===== src/srq_pkg.sv =====
// Shared types and constants for the strict-priority ready queue.
`default_nettype none

package srq_pkg;

    // Default sizes handed to the top-level parameters
    localparam int DEF_NUM_LEVELS  = 8;
    localparam int DEF_QUEUE_DEPTH = 16;
    localparam int DEF_TAG_WIDTH   = 8;

    // Fixed port widths
    localparam int PRIO_W    = 3;
    localparam int PORT_TAG_W = 8;
    localparam int TAG_MAX_W = 16;

    // Operation codes on func
    localparam logic FUNC_ENQ = 1'b0;
    localparam logic FUNC_DEQ = 1'b1;

    typedef enum logic [1:0] {
        ST_IDLE,
        ST_EXEC,
        ST_RESP
    } srq_state_t;

    // Controller to datapath commands
    typedef struct packed {
        logic load;   // capture the incoming word
        logic exec;   // perform enqueue or dequeue
    } srq_cmd_t;

endpackage

`default_nettype wire


===== src/srq_ctrl.sv =====
// Sequencing state machine: accept, execute, respond.
`default_nettype none

module srq_ctrl
    import srq_pkg::*;
(
    input  wire logic     clk,
    input  wire logic     rst_n,
    input  wire logic     start,
    output logic          busy,
    output logic          done,
    output srq_cmd_t      cmd
);

    srq_state_t state_reg;
    srq_state_t state_next;

    always_ff @(posedge clk or negedge rst_n)
    begin
        if (!rst_n)
        begin
            state_reg <= ST_IDLE;
        end
        else
        begin
            state_reg <= state_next;
        end
    end

    always_comb
    begin
        state_next = state_reg;
        case (state_reg)
            ST_IDLE:
            begin
                if (start)
                begin
                    state_next = ST_EXEC;
                end
            end
            ST_EXEC:
            begin
                state_next = ST_RESP;
            end
            ST_RESP:
            begin
                state_next = ST_IDLE;
            end
            default:
            begin
                state_next = ST_IDLE;
            end
        endcase
    end

    always_comb
    begin
        busy     = 1'b1;
        done     = 1'b0;
        cmd.load = 1'b0;
        cmd.exec = 1'b0;
        case (state_reg)
            ST_IDLE:
            begin
                busy     = 1'b0;
                cmd.load = start;
            end
            ST_EXEC:
            begin
                cmd.exec = 1'b1;
            end
            ST_RESP:
            begin
                done = 1'b1;
            end
            default:
            begin
                busy = 1'b1;
            end
        endcase
    end

endmodule

`default_nettype wire


===== src/srq_ram.sv =====
// Entry store: one write port, one registered read port.
`default_nettype none

module srq_ram
    import srq_pkg::*;
#(
    parameter int DEPTH  = DEF_NUM_LEVELS * DEF_QUEUE_DEPTH,
    parameter int DATA_W = DEF_TAG_WIDTH,
    localparam int ADDR_W = $clog2(DEPTH)
)
(
    input  wire logic              clk,
    input  wire logic              we,
    input  wire logic [ADDR_W-1:0] waddr,
    input  wire logic [DATA_W-1:0] wdata,
    input  wire logic              re,
    input  wire logic [ADDR_W-1:0] raddr,
    output logic      [DATA_W-1:0] rdata
);

    logic [DATA_W-1:0] mem [DEPTH];
    logic [DATA_W-1:0] rdata_reg;

    always_ff @(posedge clk)
    begin
        if (we)
        begin
            mem[waddr] <= wdata;
        end
        if (re)
        begin
            rdata_reg <= mem[raddr];
        end
    end

    assign rdata = rdata_reg;

endmodule

`default_nettype wire


===== src/srq_dp.sv =====
// Datapath: per-level pointers and counts, level select, entry store.
`default_nettype none

module srq_dp
    import srq_pkg::*;
#(
    parameter int NUM_LEVELS  = DEF_NUM_LEVELS,
    parameter int QUEUE_DEPTH = DEF_QUEUE_DEPTH,
    parameter int TAG_WIDTH   = DEF_TAG_WIDTH
)
(
    input  wire logic                  clk,
    input  wire logic                  rst_n,
    input  wire srq_cmd_t              cmd,
    input  wire logic                  func,
    input  wire logic [PRIO_W-1:0]     priority_req,
    input  wire logic [PORT_TAG_W-1:0] thread_tag,
    output logic                       found,
    output logic      [PORT_TAG_W-1:0] out_tag,
    output logic                       refused
);

    localparam int LVL_W  = $clog2(NUM_LEVELS);
    localparam int PTR_W  = $clog2(QUEUE_DEPTH);
    localparam int CNT_W  = $clog2(QUEUE_DEPTH + 1);
    localparam int ENTRIES = NUM_LEVELS * QUEUE_DEPTH;
    localparam int ADDR_W = $clog2(ENTRIES);

    function automatic logic [PTR_W-1:0] adv(input logic [PTR_W-1:0] p);
        logic [PTR_W-1:0] r;
        if (p == PTR_W'(QUEUE_DEPTH - 1))
        begin
            r = '0;
        end
        else
        begin
            r = p + PTR_W'(1);
        end
        return r;
    endfunction

    function automatic logic [ADDR_W-1:0] addr_of(input logic [LVL_W-1:0] l,
                                                  input logic [PTR_W-1:0] p);
        logic [ADDR_W-1:0] base;
        base = ADDR_W'(ADDR_W'(l) * ADDR_W'(QUEUE_DEPTH));
        return base + ADDR_W'(p);
    endfunction

    // captured word
    logic                 op_reg;
    logic [PRIO_W-1:0]    lvl_reg;
    logic [TAG_WIDTH-1:0] tag_reg;

    logic [PTR_W-1:0] head_reg  [NUM_LEVELS];
    logic [PTR_W-1:0] head_next [NUM_LEVELS];
    logic [PTR_W-1:0] tail_reg  [NUM_LEVELS];
    logic [PTR_W-1:0] tail_next [NUM_LEVELS];
    logic [CNT_W-1:0] count_reg  [NUM_LEVELS];
    logic [CNT_W-1:0] count_next [NUM_LEVELS];

    logic found_reg, found_next;
    logic refused_reg, refused_next;

    logic [TAG_MAX_W-1:0] tag_wide;
    logic [TAG_MAX_W-1:0] rd_wide;
    logic [7:0]           lvl_ext;
    logic [LVL_W-1:0]     lvl_idx;
    logic                 lvl_ok;
    logic [LVL_W-1:0]     sel;
    logic                 any;

    logic                 we;
    logic                 re;
    logic [ADDR_W-1:0]    waddr;
    logic [ADDR_W-1:0]    raddr;
    logic [TAG_WIDTH-1:0] rdata;

    assign tag_wide = TAG_MAX_W'(thread_tag);
    assign lvl_ext  = 8'(lvl_reg);
    assign lvl_idx  = lvl_ext[LVL_W-1:0];
    assign lvl_ok   = int'(lvl_reg) < NUM_LEVELS;

    always_ff @(posedge clk)
    begin
        if (cmd.load)
        begin
            op_reg  <= func;
            lvl_reg <= priority_req;
            tag_reg <= tag_wide[TAG_WIDTH-1:0];
        end
        found_reg   <= found_next;
        refused_reg <= refused_next;
    end

    always_ff @(posedge clk or negedge rst_n)
    begin
        if (!rst_n)
        begin
            for (int i = 0; i < NUM_LEVELS; i++)
            begin
                head_reg[i]  <= '0;
                tail_reg[i]  <= '0;
                count_reg[i] <= '0;
            end
        end
        else
        begin
            head_reg  <= head_next;
            tail_reg  <= tail_next;
            count_reg <= count_next;
        end
    end

    // lowest-numbered non-empty level wins
    always_comb
    begin
        any = 1'b0;
        sel = '0;
        for (int i = NUM_LEVELS - 1; i >= 0; i--)
        begin
            if (count_reg[i] != '0)
            begin
                any = 1'b1;
                sel = LVL_W'(i);
            end
        end
    end

    assign waddr = addr_of(lvl_idx, tail_reg[lvl_idx]);
    assign raddr = addr_of(sel, head_reg[sel]);

    always_comb
    begin
        head_next    = head_reg;
        tail_next    = tail_reg;
        count_next   = count_reg;
        found_next   = found_reg;
        refused_next = refused_reg;
        we           = 1'b0;
        re           = 1'b0;
        if (cmd.exec)
        begin
            if (op_reg == FUNC_ENQ)
            begin
                found_next = 1'b0;
                if (!lvl_ok)
                begin
                    refused_next = 1'b1;
                end
                else if (count_reg[lvl_idx] == CNT_W'(QUEUE_DEPTH))
                begin
                    refused_next = 1'b1;
                end
                else
                begin
                    refused_next        = 1'b0;
                    we                  = 1'b1;
                    tail_next[lvl_idx]  = adv(tail_reg[lvl_idx]);
                    count_next[lvl_idx] = count_reg[lvl_idx] + CNT_W'(1);
                end
            end
            else
            begin
                refused_next = 1'b0;
                found_next   = any;
                if (any)
                begin
                    re              = 1'b1;
                    head_next[sel]  = adv(head_reg[sel]);
                    count_next[sel] = count_reg[sel] - CNT_W'(1);
                end
            end
        end
    end

    srq_ram #(
        .DEPTH  (ENTRIES),
        .DATA_W (TAG_WIDTH)
    ) u_ram (
        .clk   (clk),
        .we    (we),
        .waddr (waddr),
        .wdata (tag_reg),
        .re    (re),
        .raddr (raddr),
        .rdata (rdata)
    );

    assign rd_wide = TAG_MAX_W'(rdata);
    assign found   = found_reg;
    assign refused = refused_reg;
    assign out_tag = found_reg ? rd_wide[PORT_TAG_W-1:0] : '0;

endmodule

`default_nettype wire


===== src/strict_priority_ready_queue_top.sv =====
// Top level of the strict-priority ready queue.
//
//  Channel   Handshake            Word
//  --------  -------------------  -------------------------------------
//  request   start / busy         func, priority_req, thread_tag
//  result    done (one cycle)     found, out_tag, refused
//
//  Each word passes through capture on the accepting edge, the execute
//  state, in which the datapath updates the level pointers and counts and
//  issues the entry store access, and the response state, in which done
//  shows the result (read data from the store's registered read port).
//  busy stays high from the accepting edge until done has been shown.
//  Reset (rst_n low, asynchronous) empties every level; the entry store
//  itself is not cleared, so no clearing pass is needed.
//  The receiver cannot hold results off: done lasts exactly one cycle.
`default_nettype none

module strict_priority_ready_queue_top
    import srq_pkg::*;
#(
    parameter int NUM_LEVELS  = DEF_NUM_LEVELS,
    parameter int QUEUE_DEPTH = DEF_QUEUE_DEPTH,
    parameter int TAG_WIDTH   = DEF_TAG_WIDTH
)
(
    input  wire logic                  clk,
    input  wire logic                  rst_n,
    input  wire logic                  start,
    output logic                       busy,
    input  wire logic                  func,
    input  wire logic [PRIO_W-1:0]     priority_req,
    input  wire logic [PORT_TAG_W-1:0] thread_tag,
    output logic                       done,
    output logic                       found,
    output logic      [PORT_TAG_W-1:0] out_tag,
    output logic                       refused
);

    // commands from the sequencer into the datapath
    srq_cmd_t cmd;

    srq_ctrl u_ctrl (
        .clk   (clk),
        .rst_n (rst_n),
        .start (start),
        .busy  (busy),
        .done  (done),
        .cmd   (cmd)
    );

    // pointers, counts, level select and the entry store
    srq_dp #(
        .NUM_LEVELS  (NUM_LEVELS),
        .QUEUE_DEPTH (QUEUE_DEPTH),
        .TAG_WIDTH   (TAG_WIDTH)
    ) u_dp (
        .clk          (clk),
        .rst_n        (rst_n),
        .cmd          (cmd),
        .func         (func),
        .priority_req (priority_req),
        .thread_tag   (thread_tag),
        .found        (found),
        .out_tag      (out_tag),
        .refused      (refused)
    );

endmodule

`default_nettype wire


===== config.mk =====
export PLATFORM = sky130hd
export DESIGN_NAME = strict_priority_ready_queue_top
export DESIGN_NICKNAME = d
export VERILOG_FILES = /design/src/srq_pkg.sv /design/src/srq_ctrl.sv /design/src/srq_ram.sv /design/src/srq_dp.sv /design/src/strict_priority_ready_queue_top.sv
export SDC_FILE = /design/constraint.sdc
export NUM_CORES = 2
export LEC_CHECK = 0
export BUFFER_PORTS_ARGS = -buffer_cell sky130_fd_sc_hd__buf_2
export CAP_MARGIN = 20
export CORE_ASPECT_RATIO = 1.5
export CORE_MARGIN = 1
export CORE_UTILIZATION = 50
export CTS_BUF_LIST = sky130_fd_sc_hd__clkbuf_2
export DETAILED_ROUTE_END_ITERATION = 8
export PLACE_DENSITY_LB_ADDON = 0.1
export SETUP_SLACK_MARGIN = 0.1
export SLEW_MARGIN = 10
export SYNTH_ARGS = -nofsm -noshare
export SYNTH_HDL_FRONTEND = slang
export SYNTH_SLANG_ARGS = --single-unit

===== constraint.sdc =====
create_clock -name clk -period 4.52 [get_ports clk]
set_clock_uncertainty 0.2 [all_clocks]
set_input_delay 0.226 -clock clk [delete_from_list [all_inputs] [get_ports clk]]
set_output_delay 0.226 -clock clk [all_outputs]
set_load 0.05 [all_outputs]

## Word level (Yosys, flattened, before mapping)

Memory sizes are Yosys's and may differ from the RTL's. A register that Yosys moved wholly into a read port is not among the register bits.
Index checks and enable logic that the tools add are counted.

| word-level totals | value |
|---|---|
| register bits after elaboration | 120 |
| RAM bits | 1024 |
| input bits | 15 |
| output and inout port bits | 12 |
| memories | 1 |

Memory list:

| memory | words | width | rd ports | clocked after memory_dff | write ports | line | text |
|---|---|---|---|---|---|---|---|
| u_dp.u_ram.mem | 128 | 8 | 1 | 1 | 1 | srq_ram.sv:21 | `logic [DATA_W-1:0] mem [DEPTH];` |

| cells by class | value |
|---|---|
| add/sub/neg operators | 6 |
| order comparisons | 4 |
| eq/ne operators | 8 |
| mux-type cells | 67 |
| bitwise gates (word level) | 4 |
| reductions and logical operators | 14 |

Operators by type and width:

| cell | number |
|---|---|
| $mux 40 | 3 |
| $bwmux 40 | 2 |
| $bwmux 32 | 2 |
| $mux 4 | 14 |
| $reduce_bool 5->1 | 8 |
| $bmux 5 s3 | 2 |
| $demux 5 s3 | 2 |
| $mux 5 | 6 |
| $bmux 4 s3 | 2 |
| $demux 4 s3 | 2 |
| $mux 3 | 8 |
| $mux 1 | 21 |
| $add 7x4->7 | 2 |
| $reduce_and 3->1 | 3 |
| $add 4x1->4 const B | 2 |
| $eq 4x4->1 const B | 2 |
| $ge 4x4->1 const B | 2 |
| $lt 4x1->1 const B | 2 |
| $mux 8 | 1 |
| $not 3->4 | 2 |
| $add 5x1->5 const B | 1 |
| $eq 5x5->1 const B | 1 |
| $sub 5x1->5 const B | 1 |
| $ne 2x2->1 const B | 2 |
| 8 further kinds | 10 |

## Longest topological paths before layout

| logic depth | value |
|---|---|
| word-level depth | 19 |
| mapped depth | 19 |
| mapped depth without buffers | 15 |

## Cells and area by module

Synthesis repeated with hierarchy kept, for this count alone.

| second synthesis, totals | value |
|---|---|
| cells, all modules | 2280 |
| area, all modules | 46473.3 um^2 |

Modules (own cells, without submodules):

| module | times used | cells each | area an instance (um^2) | seq. area each (um^2) |
|---|---|---|---|---|
| srq_ram | 1 | 1635 | 39745.6 | 30989.7 |
| srq_dp | 1 | 636 | 6630.1 | 3022.9 |
| srq_ctrl | 1 | 9 | 97.6 | 50.0 |

## Worst setup path after synthesis

No wires, ideal clock.

| timing path | value |
|---|---|
| path kind | register -> register |
| start | register u_dp.count_reg[30] in the netlist's numbering |
| end | register u_dp.u_ram.rdata_reg[1] (netlist: u_dp.u_ram.rdata[1]), read port of u_dp.u_ram.mem (data pin) |
| data arrival time | 4022 ps |
| data required time | 4048 ps |
| path slack | 26 ps |
| stages on the path, launching flop included | 16 |
| buffers on the path | 2 |
| clock period less this slack | 4494 ps |
| cells stage by stage | dfrtp_1 > or4_4 > or4_1 > buf_2 > nor4_4 > nand2_1 > mux2_2 > o211ai_2 > nor2_2 > inv_2 > buf_4 > mux2_1 > o22ai_1 > o2bb2ai_1 > or4_1 > or4_1 |

| between the ends | value |
|---|---|
| word-level cells in the longest chain between the ends | 8 |
| elaborated cells on any way between the ends | 13 |

Ends and longest elaborated chain:

| what | line | text |
|---|---|---|
| from (decl) | srq_dp.sv:58 | `logic [CNT_W-1:0] count_reg [NUM_LEVELS];` |
| from (signal assigned) | srq_dp.sv:110 | `count_reg <= count_next;` |
| $reduce_bool 5->1 (*) | srq_dp.sv:121 | `if (count_reg[i] != '0)` |
| $mux 3 (2 in series) | srq_dp.sv:121 |  |
| $not 3->4 (not written as such) | srq_dp.sv:130 | `assign raddr = addr_of(sel, head_reg[sel]);` |
| $bmux 4 s3 | srq_dp.sv:130 |  |
| $mux 4 (not written as such) (2 in series) | srq_dp.sv:130 |  |
| $add 7x4->7 | srq_dp.sv:46 | `return base + ADDR_W'(p);` |
| to (decl) | srq_ram.sv:22 | `logic [DATA_W-1:0] rdata_reg;` |

Mark *: on every way between the ends. The rest lies on a longest branch, timed or not. The select of a mux whose other input is x is not followed.
A chain may end at the register's enable or synchronous reset.

## Worst setup path after layout

| timing path | value |
|---|---|
| start | register u_dp.count_reg[34] in the netlist's numbering |
| end | register u_dp.u_ram.rdata_reg[1] (netlist: u_dp.u_ram.rdata[1]), read port of u_dp.u_ram.mem (data pin) |

Same word-level chain as after synthesis.

==> results_tabular.tex <==
\begin{tabular}{lr}
\hline
Metric & Value \\
\hline
\multicolumn{2}{l}{\textbf{Timing}} \\
TNS Setup & -1070 ps \\
Worst slew margin & 0.248 \\
Worst Hold Margin & 100 ps \\
Final-report max-slew violation count & 0 \\
Slew @ Worst Pin & 1130 ps \\
Setup repair after global routing missed its margin & yes \\
Number of setup violations in the final report & 8 \\
Count of endpoints failing hold in the final timing report & 0 \\
Clock period minus final worst setup slack & 4780 ps \\
Peak clock frequency supported by timing & 209 MHz \\
Final WS setup & -258 ps \\
Final clock period utilization by the worst path & 1.06 \\
\multicolumn{2}{l}{\textbf{Yosys}} \\
Yosys reg bits & 1152 \\
Sequential fraction of the synthesis area & 0.713 \\
Average size of a mapped cell & 13.4 µm² \\
Post-synthesis instance area & 47800 µm² \\
Number of library cell types mapped by synthesis & 93 \\
Count of synthesis-stage warnings from yosys & 0 \\
Most used DFF post-synth & sky130\_fd\_sc\_hd\_\_edfxtp\_1 \\
Number of cells produced by synthesis & 3567 \\
Nets in the synthesized netlist & 3587 \\
Post-synth EDFFs & 1046 \\
FFs w/ async S/R, synth & 0.0920 \\
\multicolumn{2}{l}{\textbf{Worst setup path}} \\
CP Data Arrival Time & 5920 ps \\
Highest net fanout along the worst path & 6 \\
Slowest cell delay on critical path & 570 ps \\
Critical Path RT & 5660 ps \\
Cell Chain, Critical Path & or4\_4 -> or4\_4 -> buf\_6 -> a31oi\_4 -> o22ai\_2 -> mux2i\_4 -> nand2\_8 -> buf\_12 -> buf\_6 -> a211oi\_2 -> a31oi\_1 -> a221oi\_2 -> o21ai\_1 -> or4\_4 -> or4\_1 \\
Critical path capture point type & flop \\
Worst reg2reg path endpoint & u\_dp.u\_ram.rdata[1] \\
Number of cells on the worst reg-to-reg path & 15 \\
Highest-delay cell along the critical path & sky130\_fd\_sc\_hd\_\_or4\_4 \\
Reg-to-reg critical path startpoint & u\_dp.count\_reg[34] \\
Worst path most repeated cell & sky130\_fd\_sc\_hd\_\_or4\_4 \\
CP Launch Type & flop \\
Startpoint-to-endpoint class of the critical path & flop to flop \\
Reg-to-reg slack, setup & -260 ps \\
\multicolumn{2}{l}{\textbf{Clock network}} \\
Root buffer cell & sky130\_fd\_sc\_hd\_\_clkbuf\_2 \\
Clk slew on worst S/H paths & 100 ps \\
CTS tree & done \\
Buffers from clock root to sink, at most & 4 \\
Inserted Clock Buffers & 287 \\
Clock latency on the worst-skew pair & 1650 ps \\
CTS H-Tree Depth & 5 \\
\# clock sinks & 1152 \\
\multicolumn{2}{l}{\textbf{Global route}} \\
Combined global-route utilization of all metal layers & 0.370 \\
Remaining global-route overflow & 0 \\
Initial antenna violation count & 11 \\
Wire length of the first global-routing pass & 252 mm \\
Largest net degree at the start of global routing & 129 \\
Number of global-route vias before repair & 36500 \\
\multicolumn{2}{l}{\textbf{Route}} \\
Detail-routed net length per standard cell & 30.1 µm \\
Number of design rule violations left after detail routing & 0 \\
Post-route ant nets & 0 \\
Post-detailed-route via-to-cell ratio & 6.17 \\
Initial drt markers & 4086 \\
Overall routed net length & 178 mm \\
Via count & 36600 \\
Number of detailed-routing iterations run before antenna repair & 5 \\
\multicolumn{2}{l}{\textbf{Floorplan}} \\
Die area & 96900 µm² \\
Starting Density & 0.505 \\
Floorplan die width & 254 µm \\
Core ar. & 94600 µm² \\
DIE HEIGHT & 381 µm \\
Number of top-level pins & 27 \\
Row cnt & 138 \\
\multicolumn{2}{l}{\textbf{Min path}} \\
HP Class & input port to flop \\
Hold Crit Endpoint & u\_dp.lvl\_idx[2] \\
Worst hold stages & 5 \\
Worst Min Path Start & start \\
\multicolumn{2}{l}{\textbf{Placement}} \\
Worst Setup Slack post-DPL & -795 ps \\
Count of port buffers added during placement & 26 \\
Detailed placer's ending HPWL & 121 mm \\
Weighted congestion at the end of routability-driven global placement & 0.985 \\
\multicolumn{2}{l}{\textbf{Layout}} \\
Util after Layout & 0.631 \\
Synthesis-to-finish area growth & 24.8\% \\
Fraction of layout cells with a size suffix above 1 & 0.323 \\
Number of flip-flops in the largest register & 1024 \\
Number of nets in the finished design & 4507 \\
\multicolumn{2}{l}{\textbf{Status}} \\
Outcome & finished, violations left \\
Failing checks & negative setup slack \\
\multicolumn{2}{l}{\textbf{Power and ir drop}} \\
Pwr Density & 737 nW/µm² \\
Worst ir drop on vdd & 0.585 mV \\
Leakage power & 22.7 nW \\
\multicolumn{2}{l}{\textbf{Run}} \\
Max-capacitance violation count & 0 \\
\hline
\end{tabular}
-- power breakdown --
| part | switching, mW | total [mW] | internal, mW |
|---|---|---|---|
| combinational | 14.7 | 24.8 | 10.1 |
| clock | 4.09 | 6.73 | 2.63 |
| sequential | 0.335 | 12.4 | 12.1 |
| total | 19.1 | 44.0 | 24.8 |
-- what timing repair did --
item                                    4_1_cts  5_1_grt
endpoints found under the setup margin       16       20
resized for setup                           226      101
pin swaps                                    47       36
hold endpoints to repair                    131        0
hold buffers                                 44        0
gates cloned                                  5        3
setup buffers                                60       13
-- placed cells by master, fill, tap and decap left out, drive strengths merged, types with 16 or more instances in the layout --
cell type	Yosys	layout
a311oi	49	49
a32oi	22	22
o22ai	36	36
nor2	213	213
a22o	33	33
nor3	16	16
and3	134	134
nand3	187	187
a21oi	66	66
a31oi	67	67
mux2	52	52
a2111oi	17	17
buf	139	797
and2	17	17
clkinv	0	48
dfrtp	106	106
dlygate4sd3	0	43
nand2	724	726
mux2i	119	119
edfxtp	1046	1046
inv	12	16
a211oi	88	88
a221oi	56	56
clkbuf	78	416
nand4	23	23
o21ai	89	89
-- worst max path at each step --
stage,slack (ps),startpoint,to
global route,-370,u_dp.count_reg[29],u_dp.u_ram.rdata[7]
CTS,-180,u_dp.count_reg[5],u_dp.u_ram.rdata[1]
floorplan,80,u_dp.count_reg[39],u_dp.u_ram.rdata[1]
finish,-260,u_dp.count_reg[34],u_dp.u_ram.rdata[1]
detailed placement,-790,u_dp.count_reg[39],u_dp.u_ram.rdata[1]
global placement,-760,u_dp.count_reg[39],u_dp.u_ram.rdata[1]
-- metal layers --
metal,vias up,track usage,share of wire
met5,-,0,0.00014
met4,4,0.257,0.077
met3,579,0.0790,0.087
met2,2170,0.609,0.49
met1,18200,0.428,0.34
li1,15600,-,-
-- final cells by class --
class | count | area, µm²
antenna | 5 | 12.5
clock buffer | 413 | 2070
clock inverter | 54 | 315
fill | 7596 | 34900
inverter | 12 | 66.3
multi-input combinational | 2188 | 14000
sequential | 1152 | 34100
tap | 1260 | 1580
timing repair buffer | 844 | 7500
timing repair inverter | 2 | 22.5
-- Yosys cell counts, types with 7 or more instances --
library cell	n	share of area
sky130_fd_sc_hd__a2111oi_0	17	0.0031
sky130_fd_sc_hd__a211oi_1	87	0.014
sky130_fd_sc_hd__a21oi_1	64	0.0067
sky130_fd_sc_hd__a221o_1	9	0.0019
sky130_fd_sc_hd__a221oi_1	56	0.010
sky130_fd_sc_hd__a22o_1	33	0.0060
sky130_fd_sc_hd__a22oi_1	11	0.0017
sky130_fd_sc_hd__a311oi_1	49	0.0090
sky130_fd_sc_hd__a31oi_1	65	0.0085
sky130_fd_sc_hd__a32oi_1	22	0.0040
sky130_fd_sc_hd__and2_1	15	0.0020
sky130_fd_sc_hd__and3_1	134	0.018
sky130_fd_sc_hd__buf_1	21	0.0016
sky130_fd_sc_hd__buf_2	97	0.010
sky130_fd_sc_hd__buf_4	18	0.0028
sky130_fd_sc_hd__clkbuf_1	78	0.0061
sky130_fd_sc_hd__dfrtp_1	106	0.055
sky130_fd_sc_hd__edfxtp_1	1046	0.66
sky130_fd_sc_hd__inv_1	10	0.00079
sky130_fd_sc_hd__mux2_2	51	0.012
sky130_fd_sc_hd__mux2i_1	118	0.025
sky130_fd_sc_hd__nand2_1	722	0.057
sky130_fd_sc_hd__nand3_1	186	0.019
sky130_fd_sc_hd__nand4_1	23	0.0030
sky130_fd_sc_hd__nor2_1	210	0.016
sky130_fd_sc_hd__nor3_1	14	0.0015
sky130_fd_sc_hd__o2111ai_1	7	0.0013
sky130_fd_sc_hd__o21a_1	7	0.0011
sky130_fd_sc_hd__o21ai_0	86	0.0090
sky130_fd_sc_hd__o22ai_1	35	0.0046
sky130_fd_sc_hd__o32ai_1	8	0.0015
sky130_fd_sc_hd__or2_2	7	0.00092
sky130_fd_sc_hd__or3_1	8	0.0010
sky130_fd_sc_hd__or4_1	7	0.0011
-- cell families after synthesis --
logic type	share of synthesized area
AOI/OAI and AO/OA	0.0938
muxes	0.0374
adders and majority gates	0.00131
and+or+nand+nor	0.131
DFF	0.713
xor gates and xnor gates	0.00147
buffers and inverters	0.0224
-- metrics by stage --
stage | cells | total power [mW] | cell area [µm²]
after floorplan | 3567 | 22.6 | 47900
after global placement | 5330 | 33.3 | 54400
after detailed placement | 5333 | 33.5 | 54500
after CTS | 5909 | 42.6 | 58900
after global routing | 5927 | 45.4 | 59700
final | 5930 | 44.0 | 59700
-- worst max-delay path: cells and delay by family (launching register included) --
kind	cells	cell delay (ps)
multiplexers	1	310
AO/OA/AOI/OAI	6	1020
AND/OR/NAND/NOR	5	2170
buffers and inverters	3	500
flip-flops	1	390
(Power assumes the default switching activity.)
